## config.mk

```make
export PLATFORM = sky130hd
export DESIGN_NAME = m4inv_ctrl
export DESIGN_NICKNAME = d
export VERILOG_FILES = /design/src/m4inv_pkg.sv /design/src/m4inv_ctrl.sv
export SDC_FILE = /design/constraint.sdc
export NUM_CORES = 1
export LEC_CHECK = 0
export BUFFER_PORTS_ARGS = -buffer_cell sky130_fd_sc_hd__buf_2
export CAP_MARGIN = 25
export CORE_MARGIN = 2
export CORE_UTILIZATION = 45
export CTS_CLUSTER_SIZE = 30
export DETAILED_ROUTE_END_ITERATION = 10
export PLACE_DENSITY = 0.72
export SETUP_SLACK_MARGIN = 0.5
export SLEW_MARGIN = 40
export SYNTH_ARGS = -nofsm -noshare
export SYNTH_HDL_FRONTEND = slang
export SYNTH_SLANG_ARGS = --single-unit
```

## constraint.sdc

```tcl
create_clock -name clk -period 2 [get_ports clk]
set_input_delay 0.4 -clock clk [delete_from_list [all_inputs] [get_ports clk]]
set_output_delay 0.4 -clock clk [all_outputs]
set_load 0.01 [all_outputs]
```

## src/m4inv_pkg.sv

```systemverilog
package m4inv_pkg;

  localparam int unsigned FRAC_BITS_DEF = 16;
  localparam int unsigned ELEM_W = 32;
  localparam int unsigned ROW_W = 2;
  // 3x3 minor of 32-bit values: 96 bits + growth; cofactor 99, det 133 bits
  localparam int unsigned COF_W = 100;
  localparam int unsigned DET_W = 134;

  typedef enum logic [2:0] {
    ST_LOAD,
    ST_COF,
    ST_DET,
    ST_DIV,
    ST_EMIT
  } state_t;

  // controller -> datapath commands
  typedef struct packed {
    logic       store_row;
    logic       cof_step;
    logic       cof_clear;
    logic       det_step;
    logic       div_start;
    logic       div_step;
    logic       out_load;
  } cmd_t;

  typedef struct packed {
    logic cof_done;
    logic det_done;
    logic div_done;
  } sts_t;

  // row or column index of the 3x3 minor excluding index j, position k
  function automatic logic [1:0] skip_idx(input logic [1:0] j, input logic [1:0] k);
    skip_idx = (k < j) ? k : k + 2'd1;
  endfunction

endpackage

```

## src/m4inv_ctrl.sv

```systemverilog
module m4inv_ctrl (
  input  logic                  clk,
  input  logic                  rst_n,
  input  logic                  in_valid,
  input  logic [1:0]            in_row,
  output logic                  in_ready,
  output logic                  out_valid,
  input  logic                  out_ready,
  output logic [1:0]            emit_row,
  output logic [3:0]            elem_idx,
  output m4inv_pkg::cmd_t       cmd,
  input  m4inv_pkg::sts_t       sts
);

  m4inv_pkg::state_t state_r, state_nxt;
  logic [3:0] elem_r, elem_nxt;
  logic       busy_r, busy_nxt;

  assign elem_idx = elem_r;
  assign emit_row = elem_r[3:2];

  always_ff @(posedge clk) begin
    if (!rst_n) begin
      state_r <= m4inv_pkg::ST_LOAD;
      elem_r  <= '0;
      busy_r  <= 1'b0;
    end else begin
      state_r <= state_nxt;
      elem_r  <= elem_nxt;
      busy_r  <= busy_nxt;
    end
  end

  // next state
  always_comb begin
    state_nxt = state_r;
    elem_nxt  = elem_r;
    busy_nxt  = 1'b0;
    unique case (state_r)
      m4inv_pkg::ST_LOAD: begin
        elem_nxt = '0;
        if (in_valid && in_row == 2'd3) state_nxt = m4inv_pkg::ST_COF;
      end
      m4inv_pkg::ST_COF: begin
        if (sts.cof_done) begin
          if (elem_r == 4'd15) begin
            state_nxt = m4inv_pkg::ST_DET;
            elem_nxt  = '0;
          end else begin
            elem_nxt = elem_r + 4'd1;
          end
        end
      end
      m4inv_pkg::ST_DET: begin
        if (sts.det_done) begin
          state_nxt = m4inv_pkg::ST_DIV;
          elem_nxt  = '0;
        end
      end
      m4inv_pkg::ST_DIV: begin
        busy_nxt = 1'b1;
        if (busy_r && sts.div_done) begin
          busy_nxt = 1'b0;
          if (elem_r[1:0] == 2'd3) state_nxt = m4inv_pkg::ST_EMIT;
          else elem_nxt = elem_r + 4'd1;
        end
      end
      m4inv_pkg::ST_EMIT: begin
        if (out_ready) begin
          if (elem_r == 4'd15) begin
            state_nxt = m4inv_pkg::ST_LOAD;
          end else begin
            state_nxt = m4inv_pkg::ST_DIV;
            elem_nxt  = elem_r + 4'd1;
          end
        end
      end
      default: state_nxt = m4inv_pkg::ST_LOAD;
    endcase
  end

  // outputs
  always_comb begin
    cmd       = '0;
    in_ready  = 1'b0;
    out_valid = 1'b0;
    unique case (state_r)
      m4inv_pkg::ST_LOAD: begin
        in_ready      = 1'b1;
        cmd.store_row = in_valid;
        cmd.cof_clear = 1'b1;
      end
      m4inv_pkg::ST_COF: cmd.cof_step = 1'b1;
      m4inv_pkg::ST_DET: cmd.det_step = 1'b1;
      m4inv_pkg::ST_DIV: begin
        cmd.div_start = !busy_r;
        cmd.div_step  = busy_r;
        cmd.out_load  = busy_r && sts.div_done;
      end
      m4inv_pkg::ST_EMIT: out_valid = 1'b1;
      default: ;
    endcase
  end

endmodule

```

==> results.json <==
{
  "status": "complete, no violations",
  "final_common_cell": "buf_2",
  "worstSetupEndpointType": "primary output",
  "fmax_ghz": 0.616,
  "grt_pass1_vias": 601,
  "ir_worst_vdd_v": 0.000448,
  "p_leak_nw": 0.442,
  "io_buffers": 23,
  "io_pins": 24,
  "synth-async-reset-ratio_pct": 0,
  "die_h_um": 42.8,
  "fillCellCount": 120,
  "fin_crit_sh_pct": 81.2,
  "synth-xor-area-share_pct": 0,
  "final-hold-violation-count": 0,
  "hold_depth": 2,
  "slew_viol_final": 0,
  "hold_path.class": "primary input to flop",
  "rr_worst_depth": 6,
  "grt-ovfl-total": 0,
  "rsz0062_at_grt": "true",
  "yosys.cell_types.count": 40,
  "avgViaCountPerCell": 5.44,
  "relSlewSlack_pct": 82.0,
  "synth_ff_type": "dfxtp_1",
  "synth-edff-count": 0,
  "final_antenna_net_count": 0,
  "path_clk_slew_ns": 0.06,
  "clock_latency_ns": 0.26,
  "synth_fa_ha_area_share_pct": 3.70,
  "cts_tree": "yes",
  "worst_setup_path_start_kind": "flop",
  "finish.utilization_pct": 72.2,
  "cp_data_required_time_ns": 1.60,
  "drtPass1Iterations": 4,
  "root_buffer": "clkbuf_4",
  "synth_mux_area_share_pct": 2.96,
  "clockBufferDepth": 2,
  "gp_congestion": 0.745,
  "syn-cell-area_um2": 677,
  "grt_max_degree": 12,
  "seq_area_frac_synth_pct": 23.7,
  "drt-total-wl_mm": 1.78,
  "synthSimpleGateAreaFrac_pct": 39.4,
  "critPathMaxFanout": 4,
  "area_growth_pct": 44.0,
  "layout_min_cycle_time_ns": 1.62,
  "nets": 120,
  "synth_seq_cells": 8,
  "groute.usage.overall_pct": 20.7,
  "cap_violations": 0,
  "cts_max_level": 1,
  "rows": 13,
  "synth_compound_gate_area_share_pct": 19.6,
  "syn_avg_cell_area_um2": 9.15,
  "dpl.hpwl_mm": 1.16,
  "antenna_cells": 0,
  "antenna_found_initial": 0,
  "start_util_pct": 50.1,
  "die_area_um2": 1830,
  "fin_worst_skew_ns": 0.00727,
  "worst_pin_slew_ns": 0.268,
  "die_w_um": 42.8,
  "synth_top_family_by_area": "simple AND/OR/NAND/NOR gates",
  "synthCells": 74,
  "power.density_nw_per_um2": 707,
  "dr.first_iter.drc_count": 12,
  "final_cell_mix": "buf_2 (22), buf_4 (10), nand2_1 (8), buf_6 (5)",
  "crit_type": "flop to primary output",
  "setup_tns_ns": 0,
  "core-area_um2": 1350,
  "cts.sinks": 8,
  "yosysWarnings": 0,
  "grt_first_pass_wirelength_mm": 2.84,
  "drive_above_1_share_pct": 61.7,
  "vias": 664,
  "arrival_ns": 1.22,
  "finalSetupViolCount": 0,
  "numCtsBuffers": 3,
  "avgRoutedWirePerCell_um": 14.6,
  "drc": 0,
  "syn_nets": 85,
  "power_mw": 0.689
}
[synthesized netlist by cell type, drive strengths merged, types with 2 or more instances]
cell / n / area (um^2)
a21oi: 2 / 10.0
and2: 4 / 25.0
and3: 2 / 12.5
buf: 5 / 41.3
dfxtp: 8 / 160
ha: 2 / 25.0
inv: 3 / 11.3
mux2i: 2 / 20.0
nand2: 8 / 30.0
nand2b: 2 / 20.0
nand3: 4 / 20.0
nand3b: 2 / 15.0
nand4: 2 / 33.8
nor3: 2 / 15.0
nor3b: 3 / 27.5
o21ai: 3 / 18.8
o22ai: 2 / 12.5
or2b: 2 / 17.5
[layout make-up]
class                           instances  area, um^2  share of cell area, %
Clock buffer                            3        22.5                   2.31
Inverter                                3        11.3                   1.16
Sequential cell                         8         178                   18.2
Timing Repair Buffer                   37         241                   24.8
Multi-Input combinational cell         56         503                   51.6
Tap cell                               15        18.8                   1.93
[registers in the layout (all words and copies together), names as in the netlist]
name	count
busy_r	1
elem_idx	4
state_r	3
[worst max-delay path, cell delays in order (launching register included)]
cell and delay, ns:
dfxtp_4 0.36, or3b_4 0.43, inv_2 0.08, buf_6 0.10
[repair_timing]
item                       CTS  global route
cloned                       0             0
pin swaps                    8            11
resized for setup           14             7
hold buffers                 0             0
setup buffers                9             4
setup endpoints to repair   16            16
[worst paths after layout]
path,start,end,slack (ns)
hold reg to reg,elem_idx[2]$_SDFFE_PN0P_,elem_idx[2]$_SDFFE_PN0P_,0.55
setup reg to reg,state_r[0]$_SDFFE_PN0P_,elem_idx[3]$_SDFFE_PN0P_,0.44
setup / recovery,state_r[0]$_SDFFE_PN0P_,out_valid,0.38
hold / removal,rst_n,state_r[1]$_SDFFE_PN0P_,0.46
[logic make-up after synthesis]
kind of cell,count (synthesis)
muxes,2
DFF,8
and+or+nand+nor,37
AOI/OAI and AO/OA,15
buffers and inverters,10
adders and majority gates,2
[layer usage]
metal	vias to the layer above	share of wire, %	routed length, um	track usage, %
li1	334	-	-	-
met1	310	41	735	23.9
met2	16	53	937	36.4
met3	4	4.6	81	6.38
met4	0	1.3	23	5.63
met5	-	0	0	0
[through the flow]
stage / cells / hold slack, ns / setup slack (ns) / instance area (um^2)
finish: 122 / 0.456 / 0.375 / 975
global route: 122 / 0.463 / 0.350 / 975
CTS: 118 / 0.461 / 0.392 / 915
detailed placement: 106 / 0.549 / 0.281 / 782
global placement: 106 / 0.537 / 0.334 / 782
floorplan: 74 / 0.516 / 0.519 / 702
[report_power, final]
group / total, mW / internal (mW) / leakage (nW) / switching (mW)
clock: 0.130 / 0.0691 / 0.0138 / 0.0613
sequential: 0.205 / 0.181 / 0.0688 / 0.0236
combinational: 0.354 / 0.186 / 0.359 / 0.168
total: 0.689 / 0.436 / 0.442 / 0.253
(Power assumes the default switching activity.)
